**config.mk**
```make
export PLATFORM = sky130hd
export DESIGN_NAME = mutex_lock_manager_fifo_handoff_flat
export DESIGN_NICKNAME = d
export VERILOG_FILES = /design/src/hw/rtl/mlm_pkg.sv /design/src/hw/rtl/mlm_if.sv /design/src/hw/rtl/mlm_ram.sv /design/src/hw/rtl/mlm_ctrl.sv /design/src/hw/rtl/mlm_dp.sv /design/src/hw/rtl/mutex_lock_manager_fifo_handoff.sv /design/src/flat_wrapper.sv
export SDC_FILE = /design/constraint.sdc
export NUM_CORES = 1
export LEC_CHECK = 0
export ABC_CLOCK_PERIOD_IN_PS = 5000
export BUFFER_PORTS_ARGS = -buffer_cell sky130_fd_sc_hd__buf_2
export CORE_MARGIN = 2
export CORE_UTILIZATION = 45
export DETAILED_ROUTE_END_ITERATION = 16
export PLACE_DENSITY = 0.68
export SETUP_SLACK_MARGIN = 0.3
export SYNTH_ARGS = -nofsm -noshare
export SYNTH_HDL_FRONTEND = slang
export SYNTH_HIERARCHICAL = 1
export SYNTH_SLANG_ARGS = --single-unit
```
**constraint.sdc**
```tcl
create_clock -name clk_i -period 5 [get_ports clk_i]
set_input_delay 0.25 -clock clk_i [delete_from_list [all_inputs] [get_ports clk_i]]
set_output_delay 0.25 -clock clk_i [all_outputs]
set_load 0.01 [all_outputs]
```
**src/hw/rtl/mlm_pkg.sv**
```systemverilog
// package: types and constants shared by the mutex lock manager
`default_nettype none

package mlm_pkg;

  localparam int unsigned OP_W  = 3;
  localparam int unsigned IDX_W = 4;
  localparam int unsigned TID_W = 4;
  localparam int unsigned ST_W  = 2;

  typedef enum logic [OP_W-1:0] {
    OP_INIT    = 3'd0,
    OP_LOCK    = 3'd1,
    OP_TRYLOCK = 3'd2,
    OP_UNLOCK  = 3'd3,
    OP_DESTROY = 3'd4
  } op_e;

  localparam logic [ST_W-1:0] ST_OK   = 2'd0;
  localparam logic [ST_W-1:0] ST_BUSY = 2'd1;
  localparam logic [ST_W-1:0] ST_WAIT = 2'd2;
  localparam logic [ST_W-1:0] ST_ERR  = 2'd3;

  typedef enum logic [1:0] {
    S_IDLE = 2'd0,
    S_LOOK = 2'd1,
    S_LINK = 2'd2
  } state_e;

  // per-mutex record kept in the mutex table
  typedef struct packed {
    logic             init;
    logic             lck;
    logic             cnf;
    logic [TID_W-1:0] own;
    logic             qne;
    logic [TID_W-1:0] head;
    logic [TID_W-1:0] tail;
  } rec_t;

  typedef struct packed {
    logic capture;
    logic link_rd;
    logic commit;
  } cmd_t;

  typedef struct packed {
    logic need_link;
  } sts_t;

endpackage

`default_nettype wire

```
**src/hw/rtl/mlm_if.sv**
```systemverilog
// interfaces: request and response channels of the mutex lock manager
`default_nettype none

interface mlm_req_if;
  logic                           valid;
  logic                           ready;
  logic [mlm_pkg::OP_W-1:0]       operation;
  logic [mlm_pkg::IDX_W-1:0]      mutex_index;
  logic [mlm_pkg::TID_W-1:0]      thread_id;
  logic                           plain_type;

  modport source (output valid, operation, mutex_index, thread_id, plain_type,
                  input ready);
  modport sink (input valid, operation, mutex_index, thread_id, plain_type,
                output ready);
endinterface

interface mlm_rsp_if;
  logic                           valid;
  logic                           ready;
  logic [mlm_pkg::ST_W-1:0]       status;
  logic                           woken_valid;
  logic [mlm_pkg::TID_W-1:0]      woken_thread;

  modport source (output valid, status, woken_valid, woken_thread, input ready);
  modport sink (input valid, status, woken_valid, woken_thread, output ready);
endinterface

`default_nettype wire

```
**src/hw/rtl/mlm_ram.sv**
```systemverilog
// generic single-write, single-read ram with registered read data
`default_nettype none

module mlm_ram #(
  parameter int unsigned WIDTH = 8,
  parameter int unsigned DEPTH = 16,
  localparam int unsigned AW = (DEPTH > 1) ? $clog2(DEPTH) : 1
) (
  input  wire logic             clk_i,
  input  wire logic             we_i,
  input  wire logic [AW-1:0]    waddr_i,
  input  wire logic [WIDTH-1:0] wdata_i,
  input  wire logic             re_i,
  input  wire logic [AW-1:0]    raddr_i,
  output logic      [WIDTH-1:0] rdata_o
);

  logic [WIDTH-1:0] mem_q [DEPTH];
  logic [WIDTH-1:0] rdata_q;

  always_ff @(posedge clk_i) begin
    if (we_i) begin
      mem_q[waddr_i] <= wdata_i;
    end
    if (re_i) begin
      rdata_q <= mem_q[raddr_i];
    end
  end

  assign rdata_o = rdata_q;

endmodule

`default_nettype wire

```
**src/hw/rtl/mlm_ctrl.sv**
```systemverilog
// controller: sequences table lookup, waiter link read and commit
`default_nettype none

module mlm_ctrl (
  input  wire logic          clk_i,
  input  wire logic          rst_ni,
  input  wire logic          in_valid_i,
  output logic               in_ready_o,
  output logic               out_valid_o,
  input  wire logic          out_ready_i,
  input  wire mlm_pkg::sts_t sts_i,
  output mlm_pkg::cmd_t      cmd_o
);

  mlm_pkg::state_e state_q, state_d;
  logic            out_valid_q, out_valid_d;
  logic            slot_free;

  assign slot_free = !out_valid_q || out_ready_i;

  always_ff @(posedge clk_i or negedge rst_ni) begin
    if (!rst_ni) begin
      state_q     <= mlm_pkg::S_IDLE;
      out_valid_q <= 1'b0;
    end else begin
      state_q     <= state_d;
      out_valid_q <= out_valid_d;
    end
  end

  always_comb begin
    state_d    = state_q;
    cmd_o      = '0;
    in_ready_o = 1'b0;
    unique case (state_q)
      mlm_pkg::S_IDLE: begin
        in_ready_o = 1'b1;
        if (in_valid_i) begin
          cmd_o.capture = 1'b1;
          state_d       = mlm_pkg::S_LOOK;
        end
      end
      mlm_pkg::S_LOOK: begin
        if (sts_i.need_link) begin
          cmd_o.link_rd = 1'b1;
          state_d       = mlm_pkg::S_LINK;
        end else if (slot_free) begin
          cmd_o.commit = 1'b1;
          state_d      = mlm_pkg::S_IDLE;
        end
      end
      mlm_pkg::S_LINK: begin
        if (slot_free) begin
          cmd_o.commit = 1'b1;
          state_d      = mlm_pkg::S_IDLE;
        end
      end
      default: begin
        state_d = mlm_pkg::S_IDLE;
      end
    endcase

    if (cmd_o.commit) begin
      out_valid_d = 1'b1;
    end else if (out_ready_i) begin
      out_valid_d = 1'b0;
    end else begin
      out_valid_d = out_valid_q;
    end
  end

  assign out_valid_o = out_valid_q;

`ifndef SYNTH
  a_accept_to_look: assert property (@(posedge clk_i) disable iff (!rst_ni)
    (in_valid_i && in_ready_o) |=> state_q == mlm_pkg::S_LOOK)
    else $error("accepted beat did not start a table lookup");

  a_commit_shows: assert property (@(posedge clk_i) disable iff (!rst_ni)
    cmd_o.commit |=> out_valid_q)
    else $error("committed result not presented on the response channel");

  a_link_from_look: assert property (@(posedge clk_i) disable iff (!rst_ni)
    state_q == mlm_pkg::S_LINK |->
      ($past(state_q) == mlm_pkg::S_LOOK || $past(state_q) == mlm_pkg::S_LINK))
    else $error("link read state entered without a lookup");
`endif

endmodule

`default_nettype wire

```
**src/hw/rtl/mlm_dp.sv**
```systemverilog
// datapath: mutex table, waiter links, request decode and result register
`default_nettype none

module mlm_dp #(
  parameter int unsigned NUM_MUTEXES = 16,
  parameter int unsigned NUM_THREADS = 16
) (
  input  wire logic                        clk_i,
  input  wire logic                        rst_ni,
  input  wire mlm_pkg::cmd_t               cmd_i,
  output mlm_pkg::sts_t                    sts_o,
  input  wire logic [mlm_pkg::OP_W-1:0]    operation_i,
  input  wire logic [mlm_pkg::IDX_W-1:0]   mutex_index_i,
  input  wire logic [mlm_pkg::TID_W-1:0]   thread_id_i,
  input  wire logic                        plain_type_i,
  output logic      [mlm_pkg::ST_W-1:0]    status_o,
  output logic                             woken_valid_o,
  output logic      [mlm_pkg::TID_W-1:0]   woken_thread_o
);

  localparam int unsigned MAW   = (NUM_MUTEXES > 1) ? $clog2(NUM_MUTEXES) : 1;
  localparam int unsigned TAW   = $clog2(NUM_THREADS);
  localparam int unsigned REC_W = $bits(mlm_pkg::rec_t);
  localparam int unsigned TID_W = mlm_pkg::TID_W;

  // captured request
  logic [mlm_pkg::OP_W-1:0]  op_q;
  logic [mlm_pkg::IDX_W-1:0] mi_q;
  logic [TID_W-1:0]          tid_q;
  logic                      plain_q;

  // entries never written read as the reset record
  logic [NUM_MUTEXES-1:0] valid_q;

  logic [REC_W-1:0]  rec_raw;
  logic [TID_W-1:0]  link_rdata;
  mlm_pkg::rec_t     rec, rec_new;
  logic              idx_ok, rec_we, link_we, need_link;
  logic [MAW-1:0]    rd_maddr, mi_addr;
  logic [mlm_pkg::ST_W-1:0] st;
  logic              wv;
  logic [TID_W-1:0]  wt;

  logic [mlm_pkg::ST_W-1:0] status_q;
  logic                     woken_valid_q;
  logic [TID_W-1:0]         woken_thread_q;

  assign mi_addr  = MAW'(mi_q);
  assign rd_maddr = MAW'(mutex_index_i);

  always_ff @(posedge clk_i) begin
    if (cmd_i.capture) begin
      op_q    <= operation_i;
      mi_q    <= mutex_index_i;
      tid_q   <= thread_id_i;
      plain_q <= plain_type_i;
    end
    if (cmd_i.commit) begin
      status_q       <= st;
      woken_valid_q  <= wv;
      woken_thread_q <= wt;
    end
  end

  always_ff @(posedge clk_i or negedge rst_ni) begin
    if (!rst_ni) begin
      valid_q <= '0;
    end else if (rec_we) begin
      valid_q[mi_addr] <= 1'b1;
    end
  end

  mlm_ram #(
    .WIDTH (REC_W),
    .DEPTH (NUM_MUTEXES)
  ) u_mutex_tab (
    .clk_i   (clk_i),
    .we_i    (rec_we),
    .waddr_i (mi_addr),
    .wdata_i (rec_new),
    .re_i    (cmd_i.capture),
    .raddr_i (rd_maddr),
    .rdata_o (rec_raw)
  );

  mlm_ram #(
    .WIDTH (TID_W),
    .DEPTH (NUM_THREADS)
  ) u_link_tab (
    .clk_i   (clk_i),
    .we_i    (link_we),
    .waddr_i (TAW'(rec.tail)),
    .wdata_i (tid_q),
    .re_i    (cmd_i.link_rd),
    .raddr_i (TAW'(rec.head)),
    .rdata_o (link_rdata)
  );

  assign rec = valid_q[mi_addr] ? mlm_pkg::rec_t'(rec_raw) : '0;

  assign idx_ok = (32'(mi_q) < NUM_MUTEXES) && (32'(tid_q) < NUM_THREADS);

  always_comb begin
    rec_new   = rec;
    st        = mlm_pkg::ST_ERR;
    wv        = 1'b0;
    wt        = '0;
    link_we   = 1'b0;
    need_link = 1'b0;
    if (idx_ok) begin
      unique case (op_q)
        mlm_pkg::OP_INIT: begin
          if (plain_q && !rec.init) begin
            rec_new.init = 1'b1;
            rec_new.lck  = 1'b0;
            rec_new.cnf  = 1'b0;
            rec_new.own  = '0;
            rec_new.qne  = 1'b0;
            st           = mlm_pkg::ST_OK;
          end
        end
        mlm_pkg::OP_LOCK: begin
          if (rec.init) begin
            if (!rec.lck) begin
              rec_new.lck = 1'b1;
              rec_new.cnf = 1'b0;
              rec_new.own = tid_q;
              st          = mlm_pkg::ST_OK;
            end else begin
              // held: append requester to the wait queue
              rec_new.cnf = 1'b1;
              if (rec.qne) begin
                // link written only with the entry itself
                link_we = cmd_i.commit;
              end else begin
                rec_new.head = tid_q;
              end
              rec_new.tail = tid_q;
              rec_new.qne  = 1'b1;
              st           = mlm_pkg::ST_WAIT;
            end
          end
        end
        mlm_pkg::OP_TRYLOCK: begin
          if (rec.init) begin
            if (!rec.lck) begin
              rec_new.lck = 1'b1;
              rec_new.cnf = 1'b0;
              rec_new.own = tid_q;
              st          = mlm_pkg::ST_OK;
            end else begin
              st = mlm_pkg::ST_BUSY;
            end
          end
        end
        mlm_pkg::OP_UNLOCK: begin
          if (rec.init && rec.lck && rec.own == tid_q) begin
            if (rec.qne) begin
              // hand off to the queue head
              if (rec.head == rec.tail) begin
                rec_new.qne = 1'b0;
              end else begin
                need_link    = 1'b1;
                rec_new.head = link_rdata;
              end
              rec_new.own = rec.head;
              wv          = 1'b1;
              wt          = rec.head;
            end else begin
              rec_new.lck = 1'b0;
              rec_new.cnf = 1'b0;
              rec_new.own = '0;
            end
            st = mlm_pkg::ST_OK;
          end
        end
        mlm_pkg::OP_DESTROY: begin
          if (rec.init && (!rec.lck || (rec.own == tid_q && !rec.cnf))) begin
            rec_new.init = 1'b0;
            rec_new.lck  = 1'b0;
            rec_new.cnf  = 1'b0;
            rec_new.own  = '0;
            rec_new.qne  = 1'b0;
            st           = mlm_pkg::ST_OK;
          end
        end
        default: begin
          st = mlm_pkg::ST_ERR;
        end
      endcase
    end
  end

  assign rec_we          = cmd_i.commit && idx_ok;
  assign sts_o.need_link = need_link;

  assign status_o       = status_q;
  assign woken_valid_o  = woken_valid_q;
  assign woken_thread_o = woken_thread_q;

endmodule

`default_nettype wire

```
**src/hw/rtl/mutex_lock_manager_fifo_handoff.sv**
```systemverilog
// top level: mutex lock manager with fifo wait queues and unlock handoff
// a request beat is captured and its mutex table entry read, then the result
//   is committed to the result register; an unlock that hands off to a waiter
//   with others still queued adds a waiter link read before the commit
// a new request beat is taken only after the previous one commits; a commit waits while the last result is unread
// reset: asynchronous active low; all mutexes read as uninitialized, no clearing pass
`default_nettype none

module mutex_lock_manager_fifo_handoff #(
  parameter int unsigned NUM_MUTEXES = 16,
  parameter int unsigned NUM_THREADS = 16
) (
  input  wire logic  clk_i,
  input  wire logic  rst_ni,
  mlm_req_if.sink    req_i,
  mlm_rsp_if.source  rsp_o
);

  // command and status between controller and datapath
  mlm_pkg::cmd_t cmd;
  mlm_pkg::sts_t sts;

  // controller: idle -> lookup -> (link read) -> commit
  // the result register frees the request side, so a new beat is taken
  // while the previous result still waits on the response channel
  mlm_ctrl u_ctrl (
    .clk_i       (clk_i),
    .rst_ni      (rst_ni),
    .in_valid_i  (req_i.valid),
    .in_ready_o  (req_i.ready),
    .out_valid_o (rsp_o.valid),
    .out_ready_i (rsp_o.ready),
    .sts_i       (sts),
    .cmd_o       (cmd)
  );

  // datapath: mutex table ram with valid bits, shared waiter link ram,
  // decode of the request against the looked-up entry, result register
  mlm_dp #(
    .NUM_MUTEXES (NUM_MUTEXES),
    .NUM_THREADS (NUM_THREADS)
  ) u_dp (
    .clk_i          (clk_i),
    .rst_ni         (rst_ni),
    .cmd_i          (cmd),
    .sts_o          (sts),
    .operation_i    (req_i.operation),
    .mutex_index_i  (req_i.mutex_index),
    .thread_id_i    (req_i.thread_id),
    .plain_type_i   (req_i.plain_type),
    .status_o       (rsp_o.status),
    .woken_valid_o  (rsp_o.woken_valid),
    .woken_thread_o (rsp_o.woken_thread)
  );

endmodule

`default_nettype wire

```
**src/flat_wrapper.sv**
```systemverilog
// flat-port wrapper written by rule: the top's interface ports become plain ports
module mutex_lock_manager_fifo_handoff_flat 
#(
  parameter int unsigned NUM_MUTEXES = 16,
  parameter int unsigned NUM_THREADS = 16
)
  (clk_i, rst_ni, req_i_valid, req_i_operation, req_i_mutex_index, req_i_thread_id, req_i_plain_type, req_i_ready, rsp_o_valid, rsp_o_status, rsp_o_woken_valid, rsp_o_woken_thread, rsp_o_ready);
  mlm_req_if req_i_i ();
  mlm_rsp_if rsp_o_i ();
  input  wire logic clk_i;
  input  wire logic rst_ni;
  input wire logic [$bits(req_i_i.valid)-1:0] req_i_valid;
  input wire logic [$bits(req_i_i.operation)-1:0] req_i_operation;
  input wire logic [$bits(req_i_i.mutex_index)-1:0] req_i_mutex_index;
  input wire logic [$bits(req_i_i.thread_id)-1:0] req_i_thread_id;
  input wire logic [$bits(req_i_i.plain_type)-1:0] req_i_plain_type;
  output wire logic [$bits(req_i_i.ready)-1:0] req_i_ready;
  output wire logic [$bits(rsp_o_i.valid)-1:0] rsp_o_valid;
  output wire logic [$bits(rsp_o_i.status)-1:0] rsp_o_status;
  output wire logic [$bits(rsp_o_i.woken_valid)-1:0] rsp_o_woken_valid;
  output wire logic [$bits(rsp_o_i.woken_thread)-1:0] rsp_o_woken_thread;
  input wire logic [$bits(rsp_o_i.ready)-1:0] rsp_o_ready;
  assign req_i_i.valid = req_i_valid;
  assign req_i_i.operation = req_i_operation;
  assign req_i_i.mutex_index = req_i_mutex_index;
  assign req_i_i.thread_id = req_i_thread_id;
  assign req_i_i.plain_type = req_i_plain_type;
  assign req_i_ready = req_i_i.ready;
  assign rsp_o_valid = rsp_o_i.valid;
  assign rsp_o_status = rsp_o_i.status;
  assign rsp_o_woken_valid = rsp_o_i.woken_valid;
  assign rsp_o_woken_thread = rsp_o_i.woken_thread;
  assign rsp_o_i.ready = rsp_o_ready;
  mutex_lock_manager_fifo_handoff #(.NUM_MUTEXES(NUM_MUTEXES), .NUM_THREADS(NUM_THREADS)) u_core (.clk_i(clk_i), .rst_ni(rst_ni), .req_i(req_i_i), .rsp_o(rsp_o_i));
endmodule
```
* Yosys cells after proc, flatten, opt, wreduce, memory -nomap -nowiden *
Memory sizes are Yosys's and may differ from the RTL's. A register that Yosys moved wholly into a read port is not among the register bits.
Cells that the tools add are included.

operators by class
  $lt $le $gt $ge = 2
  equality and inequality tests = 9
  muxes and demuxes = 59
  bitwise logic cells = 1
  reduce and logical (&&, ||, !) cells = 16

operator list
  operator            count
  $pmux 6 s5          1
  $mux 1              26
  $mux 2              10
  $mux 4              5
  $mux 16             1
  $mux 8              2
  $or 16x16->16       1
  $mux 15             1
  $mux 11             1
  $mux 5              2
  $pmux 2 s5          1
  $mux 9              1
  $eq 4x4->1          2
  $pmux 4 s2          1
  $eq 3x2->1 const B  2
  $logic_and 1x1->1   6
  $mux 6              1
  $pmux 2 s3          1
  $lt 4x5->1 const B  1
  $bmux 1 s4          1
  $demux 1 s4         1
  $ge 4x1->1 const B  1
  $logic_not 1->1     4
  $pmux 1 s2          2
  other kinds (11)    12

storage, ports and cells
  bits in registers = 38
  bits in writable memories = 320
  memories kept = 2

memories
  memory                         depth  bits a word  rd ports  clocked after Yosys merged registers in  write ports  RTL line       source
  u_core.u_dp.u_mutex_tab.mem_q  16     16           1         1                                        1            mlm_ram.sv:18  logic [WIDTH-1:0] mem_q [DEPTH];
  u_core.u_dp.u_link_tab.mem_q   16     4            1         1                                        1            mlm_ram.sv:18

* Logic depth before layout (Yosys ltp) *
Gate-level depths: netlist (run 1).

  depth after elaboration = 16
  mapped depth = 16
  depth with buffers taken out = 14

* By module *
Netlist (run 1), hierarchy kept.

by module, submodules not included
  module                             instances  cells each  area each (µm²)  sequential area each (µm²)
  mlm_ram (u_core.u_dp.u_mutex_tab)  1          432         10,202.3         8,167.8
  mlm_ram (u_core.u_dp.u_link_tab)   1          130         2,706.3          2,042.0
  mlm_dp                             1          234         2,306.0          970.9
  mlm_ctrl                           1          26          259.0            75.1

* Least setup slack after synthesis (run 1) *
No wires, ideal clock.

  path type = reg-to-reg
  start = register u_core.u_dp.mi_q (netlist bit u_core/u_dp/mi_addr[0])
  end = memory u_core/u_dp/u_mutex_tab/mem_q[0][0] (netlist bit) (enable)
  library setup time = 0.409 ns
  arrival time = 4.147 ns
  data required time = 4.591 ns
  slack = 0.444 ns
  stages on the path, launching flop included = 14
  buffers on the path = 1
  clock period less this slack = 4.556 ns
  cell sequence = edfxtp_1 and2_1 and2_1 or3_1 o221ai_1 a221oi_4 nor3b_4 and2_4 nor2b_4 o21ai_0 nor2b_1 buf_4 or3b_2 nor3_1

RTL lines
  element                   RTL line       source
  start: declaration        mlm_dp.sv:28   logic [mlm_pkg::IDX_W-1:0] mi_q;
  start signal: assignment  mlm_dp.sv:54   mi_q <= mutex_index_i;
  end: declaration          mlm_ram.sv:18

==> impl_metrics.toml, run 1 <==
[global_route]
grt_pass1_wl_mm = 49.63
grt_overflow = 0
grt_max_degree = 54
grt_pass1_vias = 8099
antenna_found_initial = 0
grt_usage_pct = 18.47

[synthesis]
synth_area_leaders = "edfxtp_1 (70%), mux4_2 (8.2%), mux4_1 (4.1%), dfrtp_1 (3.1%), a22oi_1 (2.0%)"
synth_cell_types = 64
synth_warnings = 6
synth_top_cell_area_share_pct = 69.67
synth_edf_count = 359
synthCells = 822
ys_seq_area_share_pct = 72.74
syn_nets = 842
syn_avg_cell_area_um2 = 18.82
ys_dominant_reg_cell = "edfxtp_1"
yosys_register_bits = 378
yosys.area.top_type = "edfxtp_1"
yosys-top-cells-count = "edfxtp_1 (359), mux4_2 (56), nand2_1 (50)"
async_reset_ff_share_pct = 5.026
yosysMostFrequentCell = "edfxtp_1"
syn_area_um2 = 15470

[cts]
cts_tree = "yes"
clk_pin_slew_ns = 0.06
root_buffer = "clkbuf_16"
numClockSinks = 378
htreeDepth = 2
clk_path_buf_depth = 3
clock_latency_ns = 0.54
cts_buffers = 39

[detailed_routing]
firstDrtPassIters = 7
vias_per_cell = 5.856
wirelength_mm = 32.71
drt-wirelength-per-cell_um = 23.67
drt-initial-drc-count = 932
drc = 0
vias = 8093
ant_nets = 0

[pwr]
p_seq_share_pct = 50.6
p_sw_uw = 2160
clkPwrFrac_pct = 33.0
p_sw_share_pct = 27.00
power.internal_uw = 5839
peakVddDrop_uv = 288.4
p_leak_uw = 0.005924
pwr_density_cell_nw_per_um2 = 453.5
combPwrFrac_pct = 16.4

[timing]
setup_viol = 0
tns_ns = 0
hold_violations = 0
final.setup_skew_ns = 0.02420
fin_crit_sh_pct = 87.88
slew_headroom_pct = 21.83
clock.fmax_ghz = 0.2276
worst_slack_ns = 0.6061
rsz0062_at_grt = "no"
holdWs_ns = 0.04849
drv_slew = 0
fin_crit_ns = 4.394
worst_slew_pin_slew_ns = 1.173

[final_layout]
nNetsFinal = 924
syn2layout_area_growth_pct = 14.00
fin_area_um2 = 17640
drive_gt1_share_pct = 22.91
insertedDiodeCount = 0
fillers = 2676
final_util_pct = 52.34

[setup_path]
r2r_start = "u_core/u_dp/mi_addr[1]"
worstPathArrival_ns = 4.59
r2r_cells = 16
critPathRequiredTime_ns = 5.20
path_class = "register to register"
path_max_fanout = 10
cp-start-kind = "register"
critPathLaunch = "u_core/u_dp/mi_addr[1]"
reg2reg_slack_ns = 0.61
cp-end-kind = "register"
r2r_end = "u_core/u_dp/u_link_tab/mem_q[1][2]"
critPathCapture = "u_core/u_dp/u_link_tab/mem_q[1][2]"

[placed_design]
globalplace.congestion = 0.8591
place_area_um2 = 16330
numPortBuffers = 24
dp_slack_ns = 0.4388
hpwlAfterDp_mm = 20.39

[run]
max_cap_violations = 0

[die]
io_pins = 25
die_h_um = 189.4
dieArea_um2 = 35890
initial_core_util_pct = 45.92
coreArea_um2 = 33700
placementRows = 67
die_w_um = 189.4

[outcome]
outcome = "finished, final reports clean"

[min_path]
hp-class = "primary input to register"
[critical path, stage by stage (launching register included)]
cell and delay, ns:
edfxtp_1 0.54, buf_4 0.25, nor2_1 0.26, a22oi_1 0.17, and4_1 0.28, o21ai_1 0.26, a221oi_4 0.13, nor3b_4 0.20
and2_4 0.20, nor2b_4 0.10, o21ai_0 0.10, nor2b_1 0.16, inv_1 0.10, nor3_1 0.30, buf_4 0.20, or3b_2 0.51
nor2_1 0.31
[logic make-up after synthesis]
| group | share of synthesized area (%) |
|---|---|
| fa+ha+maj | 0.3235 |
| compound gates | 5.571 |
| mux | 13.36 |
| flops | 72.74 |
| buf+inv | 1.593 |
| simple gates | 6.016 |
| xor+xnor | 0.3962 |
[worst min path at each step]
stage | cells after the start | endpoint | startpoint
after detailed placement | 1 | u_core/u_dp/valid_q[5] | rst_ni
after floorplan | 0 | u_core/u_ctrl/out_valid_o | rst_ni
after CTS | 1 | u_core/u_dp/mi_addr[2] | req_i_mutex_index[2]
final | 1 | u_core/u_dp/mi_addr[2] | req_i_mutex_index[2]
after global placement | 1 | u_core/u_dp/valid_q[7] | rst_ni
after global routing | 1 | u_core/u_dp/mi_addr[2] | req_i_mutex_index[2]
[state kept, by name (all words and copies together) (netlist names)]
| name | count |
|---|---|
| u_core/u_dp/u_mutex_tab/mem_q | 256 |
| u_core/u_dp/u_link_tab/mem_q | 64 |
| u_core/u_dp/u_mutex_tab/rdata_o | 16 |
| u_core/u_dp/valid_q | 16 |
| u_core/u_dp/mi_addr | 4 |
| u_core/u_dp/tid_q | 4 |
| u_core/u_dp/u_link_tab/rdata_o | 4 |
| u_core/u_dp/woken_thread_o | 4 |
| u_core/u_dp/op_q | 3 |
| u_core/u_ctrl/state_q | 2 |
| u_core/u_dp/status_o | 2 |
| u_core/u_ctrl/out_valid_o | 1 |
| u_core/u_dp/plain_q | 1 |
| u_core/u_dp/woken_valid_o | 1 |
[stage by stage]
stage / std cells / power [uW]
3_5_place_dp: 1297 / 5410
5_1_grt: 1382 / 8321
4_1_cts: 1379 / 8057
6_report: 1382 / 7999
2_1_floorplan: 822 / 4948
3_3_place_gp: 1297 / 5373
[power by group through the flow]
stage | combinational (uW) | sequential, uW | clock (uW)
global route | 1430 | 4060 | 2830
CTS | 1310 | 4050 | 2700
detailed placement | 1300 | 4110 | 0
floorplan | 864 | 4080 | 0
finish | 1310 | 4050 | 2640
global placement | 1260 | 4110 | 0
[metal layers]
metal | GRT usage (%) | routed length [um] | vias up
met5 | 0 | 0 | -
met2 | 30.33 | 15830 | 285
met3 | 3.095 | 1927 | 53
met4 | 4.621 | 613 | 0
met1 | 25.95 | 14340 | 4222
li1 | - | - | 3533
[repair_timing]
item / CTS / global route
resized for setup: 0 / 2
hold buffers: 11 / 0
endpoints found under the hold margin: 29 / 0
setup endpoints to repair: 0 / 16
buffers inserted: 0 / 3
[cell type report]
class                   instances  area (um^2)  area share, %
clock inverters                24        158.9         0.9008
well taps                     448        560.5          3.178
repair buffers                 76        603.1          3.419
multi-input cells             402         4029          22.84
inverters                       7        26.28         0.1490
clock buffers                  47         1006          5.703
flip-flops and latches        378        11260          63.81
[cell usage in the layout, fill, tap and decap left out, types with 10 or more instances in the layout]
cell type,count
dfrtp_1,19
mux4_1,24
a21o_1,10
and2_1,17
mux2i_1,13
nor2b_1,10
dlygate4sd3_1,11
buf_2,23
o21bai_1,12
nand2_1,50
a22oi_1,41
mux4_2,56
nor2_2,13
buf_4,37
edfxtp_1,359
clkbuf_16,39
clkinv_2,11
nand3_1,11
nor2_1,30
Note: power is estimated with default switching activity, not from simulation.
==> run 2: changes to the inputs <==
- GPL_TIMING_DRIVEN: not set -> 0
==> impl_metrics.toml, run 2 (synthesis gave the netlist of run 1 again) <==
[final_layout]
regMostFlops = "u_core/u_dp/u_mutex_tab/mem_q"
nNetsFinal = 941
fin_cells = 1399
final_util_pct = 52.99
largest_register_ff_count = 256
insertedDiodeCount = 0
layout_commonest_cell = "edfxtp_1"
reg.largest.list = "u_core/u_dp/u_mutex_tab/mem_q x256, u_core/u_dp/u_link_tab/mem_q x64"
multi_input_area_um2 = 4079
fin_area_um2 = 17860
drive_gt1_share_pct = 23.03
syn2layout_area_growth_pct = 15.40
seq_area_um2 = 11260
fillers = 2645
final_cell_mix = "edfxtp_1 (359), mux4_2 (56), nand2_1 (50)"

[global_route]
grt_overflow = 0
grt_pass1_vias = 8332
antenna_found_initial = 0
grt_pass1_wl_mm = 49.29
grt_max_degree = 29
grt_usage_pct = 18.17

[setup_path]
cp-start-kind = "register"
worstPathCellList = "and2_1 > and2_1 > or3_1 > o221ai_1 > a221oi_4 > nor3b_4 > and2_4 > nor2b_4 > o21ai_0 > nor2b_1 > buf_4 > inv_1 > nor3_4 > or3b_2 > nor2_1"
worstPathArrival_ns = 4.75
path_max_fanout = 16
cp-end-kind = "register"
path_class = "register to register"
worst_path_most_repeated_cell = "and2_1"
cpPeakStageDelay_ns = 0.56
critPathRequiredTime_ns = 5.18
worst_path_max_delay_cell = "or3b_2"

[placed_design]
numPortBuffers = 24
globalplace.congestion = 0.8499
hpwlAfterDp_mm = 21.34
place_area_um2 = 16440
dp.cells = 1309

[pwr]
total_power_uw = 8117
peakVddDrop_uv = 287.3
pwr_density_cell_nw_per_um2 = 454.5
p_leak_uw = 0.005982

[min_path]
hp-class = "primary input to register"

[cts]
clk_path_buf_depth = 3
cts_buffers = 40
htreeDepth = 2
numClockSinks = 378
clock_latency_ns = 0.53
root_buffer = "clkbuf_16"
cts_tree = "yes"
clk_pin_slew_ns = 0.06

[detailed_routing]
vias = 8115
drt-wirelength-per-cell_um = 22.91
drt-initial-drc-count = 672
wirelength_mm = 32.05
firstDrtPassIters = 5
drc = 0
ant_nets = 0
vias_per_cell = 5.801

[timing]
setup_viol = 0
final.setup_skew_ns = 0.01758
clock.fmax_ghz = 0.2192
hold_violations = 0
slew_headroom_pct = 9.244
worst_slew_pin_slew_ns = 1.361
fin_crit_sh_pct = 91.24
fin_crit_ns = 4.562
rsz0062_at_grt = "yes"
drv_slew = 0

[outcome]
outcome = "finished, final reports clean"

[run]
max_cap_violations = 0

[die]
io_pins = 25
die_h_um = 189.4
initial_core_util_pct = 45.92
die_w_um = 189.4
coreArea_um2 = 33700
placementRows = 67
dieArea_um2 = 35890
run 2: power by group:
group | leakage [uW] | switching [uW] | internal (uW)
registers | 0.00350 | 130 | 3930
logic | 0.00189 | 855 | 478
clock network | 0.000587 | 1160 | 1560
total | 0.00598 | 2150 | 5970
run 2: path summary, 6_finish.rpt:
kind | slack, ns | depth (start not counted) | from | endpoint
min in group asynchronous | 0.19 | 2 | rst_ni | u_core/u_dp/valid_q[10]
hold / removal | 0.02 | 3 | rsp_o_ready | u_core/u_ctrl/out_valid_o
hold reg to reg | 0.46 | 1 | u_core/u_dp/valid_q[2] | u_core/u_dp/valid_q[2]
max in group asynchronous | 4.51 | 2 | rst_ni | u_core/u_dp/valid_q[7]
setup reg to reg | 0.44 | 15 | u_core/u_dp/mi_addr[3] | u_core/u_dp/u_link_tab/mem_q[3][1]
setup / recovery | 0.44 | 15 | u_core/u_dp/mi_addr[3] | u_core/u_dp/u_link_tab/mem_q[3][1]
run 2: critical path, delay by kind of cell (launching register included):
kind                   cells  cell delay, ns
AO/OA/AOI/OAI              3            0.65
buffers and inverters      2            0.41
flip-flops                 1            0.55
AND/OR/NAND/NOR           10            2.59
run 2: through the flow:
stage                     setup TNS [ns]  hold WS, ns  setup slack (ns)
final                                  0      0.01520            0.4380
after global routing                   0      0.01407            0.2387
after CTS                              0     0.001196            0.4181
after detailed placement         -0.1935       0.2142          -0.04843
after global placement            -53.54       0.2156            -1.089
after floorplan                        0     -0.04559            0.4438
run 2: final cells by class:
type                            count  area share (%)
Clock inverter                     23          0.8618
Sequential cell                   378           63.03
Tap cell                          448           3.139
Clock buffer                       49           5.914
Multi-Input combinational cell    402           22.84
Timing Repair Buffer               57           2.831
Buffer                             35           1.233
Inverter                            7          0.1471
run 2: layer usage:
metal	part of all wire, %	vias to the layer above	track usage [%]
met4	2.0	0	4.919
li1	-	3574	-
met5	0	-	0
met3	5.3	53	3.003
met2	49	231	30.15
met1	44	4257	25.13
run 2: what timing repair did:
action	in CTS	in global routing
hold endpoints to repair	29	0
buffers inserted	6	0
cloned	0	0
endpoints found under the setup margin	37	33
gates resized for setup	4	4
hold buffers	11	0
